## src/sv/vpa_pkg.sv

```systemverilog
`timescale 1ns / 1ps
package vpa_pkg;
  localparam int MemUnits = 128;
  localparam int AddrW = 7;
  localparam int SizeW = 8;

  localparam logic [1:0] StatOk = 2'd0;
  localparam logic [1:0] StatNoFit = 2'd1;
  localparam logic [1:0] StatBad = 2'd2;

  localparam logic [1:0] FitFirst = 2'd0;
  localparam logic [1:0] FitNext = 2'd1;
  localparam logic [1:0] FitBest = 2'd2;
  localparam logic [1:0] FitWorst = 2'd3;

  localparam logic OpAlloc = 1'b0;
  localparam logic OpRelease = 1'b1;

  typedef struct packed {
    logic operation;
    logic [7:0] alloc_units;
    logic [6:0] block_index;
  } req_t;

  typedef struct packed {
    logic [1:0] status;
    logic [6:0] start_addr;
    logic [7:0] part_size;
    logic [7:0] occupied_count;
  } rsp_t;
endpackage

```

## src/sv/vpa_ram.sv

```systemverilog
`timescale 1ns / 1ps
module vpa_ram #(
  parameter int Width = 15,
  parameter int Depth = 128
) (
  input  logic                     clk,
  input  logic                     we,
  input  logic [$clog2(Depth)-1:0] waddr,
  input  logic [Width-1:0]         wdata,
  input  logic [$clog2(Depth)-1:0] raddr,
  output logic [Width-1:0]         rdata
);
  logic [Width-1:0] mem [Depth];

  always_ff @(posedge clk) begin
    if (we) begin
      mem[waddr] <= wdata;
    end
    rdata <= mem[raddr];
  end
endmodule

```

## src/sv/variable_partition_allocator.sv

```systemverilog
`timescale 1ns / 1ps
// First, best and worst fit allocate by one bitmap scan, then one unit marked per cycle;
// next-fit adds, when an extent fits, a rank modulo by repeated subtraction and then
// a second scan. A release reads its table entry, frees its units and moves the later
// entries down one slot; a rejected request goes straight to the result.
// One request at a time: busy is high until the one-cycle result strobe, which the
// receiver cannot stall. Synchronous reset frees all units, empties the table.
module variable_partition_allocator (
  input  logic              clk,
  input  logic              rst,
  input  logic              start,
  output logic              busy,
  input  vpa_pkg::req_t     request,
  input  logic              cfg_we,
  input  logic [1:0]        cfg_wdata,
  output logic              done,
  output vpa_pkg::rsp_t     result
);
  localparam int AW = vpa_pkg::AddrW;
  localparam int SW = vpa_pkg::SizeW;

  typedef enum logic [9:0] {
    S_IDLE  = 10'b0000000001,
    S_SCAN  = 10'b0000000010,
    S_MOD   = 10'b0000000100,
    S_MARK  = 10'b0000001000,
    S_RRD   = 10'b0000010000,
    S_RLAT  = 10'b0000100000,
    S_CLR   = 10'b0001000000,
    S_MVRD  = 10'b0010000000,
    S_MVWR  = 10'b0100000000,
    S_DONE  = 10'b1000000000
  } state_t;

  state_t state;
  logic [1:0] fit_mode;
  logic [vpa_pkg::MemUnits-1:0] occ;
  logic [SW-1:0] total;
  logic [AW-1:0] nf_rank;
  vpa_pkg::req_t req;

  // scan registers
  logic [SW-1:0] pos;          // unit being inspected, reaches MemUnits
  logic          pass2;        // next-fit search pass
  logic          in_run;
  logic [AW-1:0] run_start;
  logic [SW-1:0] run_len;
  logic [AW-1:0] rank;         // extent rank of current run
  logic [SW-1:0] ext_cnt;
  logic          found;
  logic          hit;
  logic [AW-1:0] pick_start;
  logic [SW-1:0] pick_len;
  logic [AW-1:0] pick_rank;
  logic [SW-1:0] base_q;
  logic [SW-1:0] cnt;
  logic [AW-1:0] ptr;
  logic [1:0]    stat;
  logic [AW-1:0] r_addr;
  logic [SW-1:0] r_size;

  // table ram
  logic             t_we;
  logic [AW-1:0]    t_waddr, t_raddr;
  logic [AW+SW-1:0] t_wdata, t_rdata;

  vpa_ram #(.Width(AW + SW), .Depth(vpa_pkg::MemUnits)) u_tab (
    .clk(clk), .we(t_we), .waddr(t_waddr), .wdata(t_wdata),
    .raddr(t_raddr), .rdata(t_rdata)
  );

  logic          ubit;
  logic          run_end;
  logic [SW-1:0] end_len;
  logic          fits, better;

  assign busy = (state != S_IDLE);
  assign ubit = (pos < SW'(vpa_pkg::MemUnits)) ? occ[pos[AW-1:0]] : 1'b1;
  // a run closes at a used unit or past the end
  assign run_end = in_run && ubit;
  assign end_len = run_len;
  assign fits = end_len >= req.alloc_units;

  always_comb begin
    unique case (fit_mode)
      vpa_pkg::FitBest:  better = !found || end_len < pick_len;
      vpa_pkg::FitWorst: better = !found || end_len > pick_len;
      default:           better = !found;
    endcase
  end

  always_comb begin
    t_we = 1'b0;
    t_waddr = total[AW-1:0];
    t_wdata = {pick_start, req.alloc_units};
    t_raddr = ptr;
    if (state == S_MARK && found && cnt == '0) begin
      t_we = 1'b1;
    end else if (state == S_MVWR) begin
      t_we = 1'b1;
      t_waddr = ptr - AW'(1);
      t_wdata = t_rdata;
    end
  end

  always_ff @(posedge clk) begin
    if (rst) begin
      state <= S_IDLE;
      fit_mode <= vpa_pkg::FitFirst;
      occ <= '0;
      total <= '0;
      nf_rank <= '0;
      done <= 1'b0;
    end else begin
      done <= (state == S_DONE);
      if (cfg_we) begin
        fit_mode <= cfg_wdata;
      end
      unique case (state)
        S_IDLE: begin
          if (start) begin
            req <= request;
            pos <= '0;
            pass2 <= 1'b0;
            in_run <= 1'b0;
            rank <= '0;
            ext_cnt <= '0;
            found <= 1'b0;
            hit <= 1'b0;
            cnt <= '0;
            base_q <= SW'(nf_rank);
            if (request.operation == vpa_pkg::OpRelease) begin
              if (SW'(request.block_index) >= total) begin
                stat <= vpa_pkg::StatBad;
                state <= S_DONE;
              end else begin
                ptr <= request.block_index;
                state <= S_RRD;
              end
            end else if (request.alloc_units == '0 ||
                         request.alloc_units > SW'(vpa_pkg::MemUnits)) begin
              stat <= vpa_pkg::StatBad;
              state <= S_DONE;
            end else begin
              state <= S_SCAN;
            end
          end
        end
        S_SCAN: begin
          if (!ubit) begin
            in_run <= 1'b1;
            run_start <= in_run ? run_start : pos[AW-1:0];
            run_len <= in_run ? run_len + SW'(1) : SW'(1);
          end else begin
            in_run <= 1'b0;
          end
          if (run_end && !pass2) begin
            ext_cnt <= ext_cnt + SW'(1);
          end
          if (run_end && fits) begin
            if (pass2) begin
              // take the first fitting extent at or after the start rank
              if (!hit && SW'(rank) >= base_q) begin
                hit <= 1'b1;
                pick_start <= run_start;
                pick_len <= end_len;
                pick_rank <= rank;
              end
            end else if (better) begin
              found <= 1'b1;
              pick_start <= run_start;
              pick_len <= end_len;
              pick_rank <= rank;
            end
          end
          if (pos == SW'(vpa_pkg::MemUnits)) begin
            pos <= '0;
            rank <= '0;
            state <= (fit_mode == vpa_pkg::FitNext && !pass2) ? S_MOD : S_MARK;
          end else begin
            pos <= pos + SW'(1);
            if (run_end) begin
              rank <= rank + AW'(1);
            end
          end
        end
        S_MOD: begin
          // reduce the next-fit rank modulo the extent count; the lowest
          // fitting extent from pass 1 stands when pass 2 finds none
          if (!found) begin
            state <= S_MARK;
          end else if (base_q >= ext_cnt) begin
            base_q <= base_q - ext_cnt;
          end else begin
            pass2 <= 1'b1;
            state <= S_SCAN;
          end
        end
        S_MARK: begin
          if (!found) begin
            stat <= vpa_pkg::StatNoFit;
            state <= S_DONE;
          end else begin
            if (cnt == '0) begin
              total <= total + SW'(1);
              if (fit_mode == vpa_pkg::FitNext) begin
                if (SW'(pick_rank) + SW'(1) == ext_cnt) begin
                  nf_rank <= '0;
                end else if (pick_len == req.alloc_units) begin
                  nf_rank <= pick_rank;
                end else begin
                  nf_rank <= pick_rank + AW'(1);
                end
              end
            end
            occ[pick_start + cnt[AW-1:0]] <= 1'b1;
            cnt <= cnt + SW'(1);
            if (cnt + SW'(1) == req.alloc_units) begin
              stat <= vpa_pkg::StatOk;
              r_addr <= pick_start;
              r_size <= req.alloc_units;
              state <= S_DONE;
            end
          end
        end
        S_RRD: state <= S_RLAT;
        S_RLAT: begin
          r_addr <= t_rdata[AW+SW-1:SW];
          r_size <= t_rdata[SW-1:0];
          cnt <= '0;
          state <= S_CLR;
        end
        S_CLR: begin
          occ[r_addr + cnt[AW-1:0]] <= 1'b0;
          cnt <= cnt + SW'(1);
          if (cnt + SW'(1) == r_size) begin
            ptr <= ptr + AW'(1);
            state <= (SW'(ptr) + SW'(1) < total) ? S_MVRD : S_DONE;
            if (SW'(ptr) + SW'(1) >= total) begin
              total <= total - SW'(1);
              stat <= vpa_pkg::StatOk;
            end
          end
        end
        S_MVRD: state <= S_MVWR;
        S_MVWR: begin
          ptr <= ptr + AW'(1);
          if (SW'(ptr) + SW'(1) < total) begin
            state <= S_MVRD;
          end else begin
            total <= total - SW'(1);
            stat <= vpa_pkg::StatOk;
            state <= S_DONE;
          end
        end
        S_DONE: begin
          result.status <= stat;
          result.start_addr <= (stat == vpa_pkg::StatOk) ? r_addr : '0;
          result.part_size <= (stat == vpa_pkg::StatOk) ? r_size : '0;
          result.occupied_count <= total;
          state <= S_IDLE;
        end
        default: state <= S_IDLE;
      endcase
    end
  end

  assert property (@(posedge clk) disable iff (rst) done |-> !busy || $past(state) == S_DONE)
    else $error("done outside completion");
  assert property (@(posedge clk) disable iff (rst) total <= SW'(vpa_pkg::MemUnits))
    else $error("table overflow");
  assert property (@(posedge clk) disable iff (rst)
    done && result.status != vpa_pkg::StatOk |-> result.part_size == '0)
    else $error("failure carries size");
endmodule

```

## config.mk

```make
export PLATFORM = sky130hd
export DESIGN_NAME = variable_partition_allocator
export DESIGN_NICKNAME = d
export VERILOG_FILES = /design/src/sv/vpa_pkg.sv /design/src/sv/vpa_ram.sv /design/src/sv/variable_partition_allocator.sv
export SDC_FILE = /design/constraint.sdc
export NUM_CORES = 2
export LEC_CHECK = 0
export ABC_AREA = 0
export BUFFER_PORTS_ARGS = -buffer_cell sky130_fd_sc_hd__buf_2
export CAP_MARGIN = 20
export CORE_MARGIN = 2
export CORE_UTILIZATION = 56
export CTS_CLUSTER_SIZE = 40
export DETAILED_ROUTE_END_ITERATION = 10
export GPL_TIMING_DRIVEN = 0
export PLACE_DENSITY = 0.84
export SETUP_SLACK_MARGIN = 0.4
export SLEW_MARGIN = 30
export SYNTH_ARGS = -nofsm -noshare
export SYNTH_HDL_FRONTEND = slang
export SYNTH_HIERARCHICAL = 1
export SYNTH_SLANG_ARGS = --single-unit
export TNS_END_PERCENT = 100
```

## constraint.sdc

```tcl
create_clock -name clk -period 8.9 [get_ports clk]
set_clock_uncertainty 0.1 [all_clocks]
set_input_delay 0.89 -clock clk [delete_from_list [all_inputs] [get_ports clk]]
set_output_delay 0.89 -clock clk [all_outputs]
set_load 0.03 [all_outputs]
```

## After elaboration in Yosys (flattened, before gate mapping)

Memory sizes are Yosys's and may differ from the RTL's. A register that Yosys moved wholly into a read port is not among the register bits.
Cells that the tools add are included.

- Logic and storage cells: 255
- Latch bits: 0
- ROM bits: 0
- Output and inout bits: 27
- Memories kept: 1
- Bits in registers: 293
- Input port bits: 22
- Memory bits (writable): 1920

- Reductions and logical operators: 47
- Magnitude comparators: 15
- $add $sub $neg: 15
- Bitwise gates (word level): 6
- Div/mod/pow operators: 0
- Shift-type cells: 0
- Equality and inequality tests: 44
- $mul: 0
- Multiplexer cells: 98

Memory list:

| name | words | width | rd ports | clocked after memory_dff | write ports | RTL line | text |
|---|---|---|---|---|---|---|---|
| u_tab.mem | 128 | 15 | 1 | 1 | 1 | vpa_ram.sv:13 | `logic [Width-1:0] mem [Depth];` |

Operators with widths:

| kind | number |
|---|---|
| $pmux W128 S2 | 1 |
| $mux W8 | 17 |
| $mux W7 | 19 |
| $and A128 B128 Y128 | 1 |
| $mux W128 | 1 |
| $not A128 Y128 | 1 |
| $or A128 B128 Y128 | 1 |
| $mux W10 | 11 |
| $pmux W10 S9 | 1 |
| $pmux W8 S2 | 4 |
| $add A8 B1 Y8 const B | 5 |
| $ne A2 B2 Y1 const B | 17 |
| $eq A8 B8 Y1 | 4 |
| $pmux W8 S4 | 1 |
| $mux W15 | 2 |
| $pmux W7 S2 | 2 |
| $ge A8 B8 Y1 | 3 |
| $lt A7 B8 Y1 const B | 3 |
| $pmux W8 S3 | 1 |
| $reduce_and A4 Y1 | 6 |
| $reduce_and A6 Y1 | 4 |
| $add A7 B1 Y7 const B | 3 |
| $pmux W7 S3 | 1 |
| $reduce_and A5 Y1 | 4 |
| other kinds (47) | 112 |

## Logic depth before layout (Yosys ltp)

- Word-level depth: 8
- Mapped depth: 14

## Modules after synthesis

Netlist, hierarchy kept.

Modules (own cells, without submodules):

| module | area an instance (sq um) | times used | cells each | seq. area each (sq um) |
|---|---|---|---|---|
| vpa_ram | 73650.6 | 1 | 2904 | 57955.6 |
| variable_partition_allocator | 15840.2 | 1 | 1548 | 7236.9 |

## Least setup slack after synthesis

Ideal clock, no wire load.

- Path type: reg-to-reg
- From: register state[2]
- To: memory u_tab.mem[0][1], data pin
- Setup time: 1.197 ns
- Cell stages (with the launch flop): 7
- Path slack: 1.293 ns
- Required time: 7.603 ns
- Path buffers: 2
- Data arrival time: 6.309 ns
- Period minus slack after synthesis: 7.607 ns
- Path through: dfxtp_1 -> or2_0 -> or3_1 -> nor4b_1 -> clkbuf_1 -> clkbuf_1 -> o21ai_0

- Cells in the longest elaborated chain, start to end: 4
- Elaborated cells on any way between the ends: 6
- Classes of those cells: 2 x eq/ne; 2 x mux; 2 x reduce/logical

Ends and longest elaborated chain:

| element | RTL line | text |
|---|---|---|
| start: declaration | variable_partition_allocator.sv:35 | `state_t state;` |
| start signal: assignment | variable_partition_allocator.sv:179 | `state <= (fit_mode == vpa_pkg::FitNext && !pass2) ? S_MOD : S_MARK;` |
| start signal: assignment | variable_partition_allocator.sv:238 | `state <= (SW'(ptr) + SW'(1) < total) ? S_MVRD : S_DONE;` |
| $eq A10 B4 Y1 | variable_partition_allocator.sv:97 | `if (state == S_MARK && found && cnt == '0) begin` |
| $logic_and A1 B1 Y1 (2 in a row) | variable_partition_allocator.sv:97 |  |
| $mux W15 * | variable_partition_allocator.sv:97 |  |
| via t_wdata[1] | variable_partition_allocator.sv:65 | `logic [AW+SW-1:0] t_wdata, t_rdata;` |
| end: declaration | vpa_ram.sv:13 |  |

Mark *: on every way through the listed nets, which the timed path passes. The rest lies on a longest branch.

## Worst setup path in the final report

- From: register state[0]
- To: memory u_tab.mem[46][3] (enable)

- Cells in the longest elaborated chain, start to end: 6
- Elaborated cells on any way between the ends: 10
- Classes of those cells: 2 x eq/ne; 6 x mux; 2 x reduce/logical

Ends and longest elaborated chain:

| element | RTL line | text |
|---|---|---|
| $eq A10 B4 Y1 | variable_partition_allocator.sv:97 |  |
| $logic_and A1 B1 Y1 (2 in a row) | variable_partition_allocator.sv:97 |  |
| $mux W1 * | variable_partition_allocator.sv:97 |  |
| via t_we | variable_partition_allocator.sv:63 | `logic t_we;` |
| $mux W1 * | vpa_ram.sv:16 | `if (we) begin` |
| $mux W1 (implied by the code) * | vpa_ram.sv:17 | `mem[waddr] <= wdata;` |

Marks and branches as above.

==> flow_metrics.env <==
export IMPL_setup_tns_ns=0
export IMPL_cts_buffer_depth=3
export IMPL_critical_path_class="reg -> reg"
export IMPL_drt_wl_total_um=279000
export IMPL_port_buffers=48
export IMPL_root_buffer="clkbuf_16"
export IMPL_grt_total_usage=0.346
export IMPL_yosysWarnings=6
export IMPL_power_internal_mw=17.0
export IMPL_place_ws_ns=1.33
export IMPL_vdd_drop_max_mv=0.178
export IMPL_cp_data_arrival_time_ns=8.08
export IMPL_reg2reg_depth=11
export IMPL_drc=0
export IMPL_setup_slack_ns=1.20
export IMPL_area_growth_pct=13.8
export IMPL_core_rowCount=146
export IMPL_critPathLaunch="state[0]"
export IMPL_yosysUniqueCellTypes=74
export IMPL_grt_pass1_vias=51300
export IMPL_finalPower_mw=22.3
export IMPL_crit_fanout=15
export IMPL_syn_area_per_cell_um2=20.1
export IMPL_cts_resized_gates=0
export IMPL_detailed_place_hpwl_um=164000
export IMPL_ant_nets=0
export IMPL_clk_pin_slew_ns=0.06
export IMPL_drt_wirelength_per_cell_um=39.4
export IMPL_overflow=0
export IMPL_ios=49
export IMPL_timing_rr_start="state[0]"
export IMPL_p_sw_mw=5.26
export IMPL_power_frac_comb=0.075
export IMPL_drv_cap=0
export IMPL_drv_slew=0
export IMPL_fmax_mhz=130
export IMPL_synth_edf_count=2057
export IMPL_power_density_nw_per_um2=219
export IMPL_nets=4927
export IMPL_antenna_found_initial=38
export IMPL_clkLatencyLatePin_ns=0.88
export IMPL_clkPwrFrac=0.405
export IMPL_tightest_slew_ns=1.11
export IMPL_min_period_ns=7.70
export IMPL_status="finished, final reports clean"
export IMPL_fillers=9449
export IMPL_vias=52500
export IMPL_cts_buffers=206
export IMPL_core_um2=159000
export IMPL_cts_tree="done"
export IMPL_hold_start="request[9]"
export IMPL_hp_class="in -> reg"
export IMPL_hold_depth=1
export IMPL_die_area_um2=163000
export IMPL_p_leak_nw=32.1
export IMPL_synthesis_nets=4552
export IMPL_grt_pass1_wl_um=394000
export IMPL_finalWeightedCongestion=0.965
export IMPL_drtIter0Drc=10200
export IMPL_cts_sinks=2228
export IMPL_cp_data_required_time_ns=9.28
export IMPL_whs_ns=0.111
export IMPL_grt_max_degree=109
export IMPL_drt_pass1_iter_count=8
export IMPL_cp_start_kind="flip-flop"
export IMPL_syn_area_um2=89500
export IMPL_setup_viol=0
export IMPL_fin_crit_sh=0.865
export IMPL_synth_seq_cells=2228
export IMPL_synthArstFlopShare=0
export IMPL_layout_drive_gt1_share=0.285
export IMPL_via_per_inst=7.40
export IMPL_synth_cells=4452
export IMPL_htreeDepth=4
export IMPL_die_h_um=404
export IMPL_swShare=0.236
export IMPL_seq_power_share=0.520
export IMPL_cts_setup_buffers=0
export IMPL_worstSetupEndpointType="flip-flop"
export IMPL_synth_ff_type="edfxtp_1"
export IMPL_fp_dieW_um=404
export IMPL_rsz0062_at_grt="no"
export IMPL_start_util=0.564
export IMPL_ys_seq_area_frac=0.728
export IMPL_postCtsHoldBufs=0
export IMPL_slew_headroom=0.255
export IMPL_hold_violations=0
-- kinds of logic after synthesis --
kind of cell	Yosys count	synth area share
adder cells (fa/ha/maj)	80	0.0115
flip-flops	2228	0.728
XOR/XNOR	101	0.0105
buffers and inverters	301	0.0137
AND/OR/NAND/NOR	600	0.0320
multiplexers	724	0.174
AO/OA/AOI/OAI	418	0.0294
-- flip-flops by register name (all words and copies together) (netlist names), 8 cells and up --
signal	cells
u_tab/mem	1920
occ	128
result	25
u_tab/rdata	15
state	10
base_q	8
cnt	8
end_len	8
ext_cnt	8
pick_len	8
pos	8
r_size	8
req	8
total	8
-- critical path: stages (launching register included) --
cell      delay, ns
dfxtp_1        0.37
or4_1          0.61
or3_1          0.47
nor4b_1        0.84
clkbuf_2       0.58
clkbuf_1       0.48
or2b_1         0.34
clkbuf_1       0.46
nor2b_1        0.46
nand3_1        0.78
clkbuf_2       0.82
nor2_2         0.98
-- synthesized netlist by cell type (14+ instances only) --
cell,number,share of area
mux4_2,664,0.17
clkbuf_1,155,0.0065
nor2b_1,22,0.0015
and2_1,27,0.0019
a21oi_1,52,0.0029
nand2b_1,25,0.0017
or3_1,21,0.0015
nand4_1,14,0.00098
o211ai_1,130,0.011
edfxtp_1,2057,0.69
mux2i_1,15,0.0017
o21ai_0,167,0.0093
nor2_1,217,0.0091
xor2_1,38,0.0037
nand2_1,133,0.0056
xnor2_1,59,0.0058
inv_1,61,0.0026
dfxtp_1,171,0.038
mux2_2,45,0.0057
buf_2,44,0.0025
ha_1,74,0.010
nor3_1,26,0.0015
nand3_1,51,0.0029
buf_1,32,0.0013
-- power groups by stage --
stage	Sequential (mW)	Clock (mW)	Combinational, mW
final	11.6	9.03	1.67
after global routing	11.6	9.38	1.70
after CTS	11.6	9.05	1.59
after detailed placement	11.8	0	1.54
after global placement	11.9	0	1.37
after floorplan	11.8	0	0.910
-- area by class of cell --
class,instances,area [um2],area share
multi-input cells,1923,23700,0.233
clock buffers,269,5530,0.0543
clock inverters,114,1200,0.0117
well taps,2072,2590,0.0255
plain buffers,237,1030,0.0101
repair buffers,167,2250,0.0221
flip-flops and latches,2228,65200,0.640
diodes,20,50.0,0.000492
inverters,64,240,0.00236
-- routing by layer --
metal / vias to the layer above / wire [um] / global-route usage
met5: - / 211 / 0
met4: 32 / 21900 / 0.209
met3: 1324 / 40900 / 0.107
met2: 5599 / 131000 / 0.541
met1: 26400 / 85600 / 0.426
li1: 19200 / - / -
-- worst paths after layout --
check                      to  slack [ns]
max reg2reg  u_tab/mem[46][3]        1.20
max          u_tab/mem[46][3]        1.20
min                    req[9]        0.11
min reg2reg     pick_start[5]        0.31
-- through the flow --
step / area [um2] / cells / util
final: 102000 / 7094 / 0.642
after CTS: 102000 / 7073 / 0.641
after detailed placement: 95000 / 6690 / 0.599
after global routing: 102000 / 7076 / 0.642
after floorplan: 89500 / 4452 / -
after global placement: 92300 / 6572 / 0.582
-- layout by cell type (no fill, tap or decap), types with 19 or more instances in the layout --
cell type and instances:
and2_1 27, xor2_1 38, o21ai_0 158, clkbuf_16 209, clkinv_2 38, nor2_1 98
inv_1 61, nand3_1 51, nand2_1 133, mux4_2 664, buf_6 42, clkbuf_1 184
buf_2 96, nor2_2 105, clkbuf_2 36, mux2_2 37, bufinv_16 19, diode_2 20
ha_1 74, dfxtp_1 171, buf_4 19, clkinv_1 38, buf_16 42, or3_1 21
xnor2_1 59, nor2b_1 22, edfxtp_1 2057, o211ai_1 130, nand2b_1 25, a21oi_1 50
(Power assumes the default switching activity.)
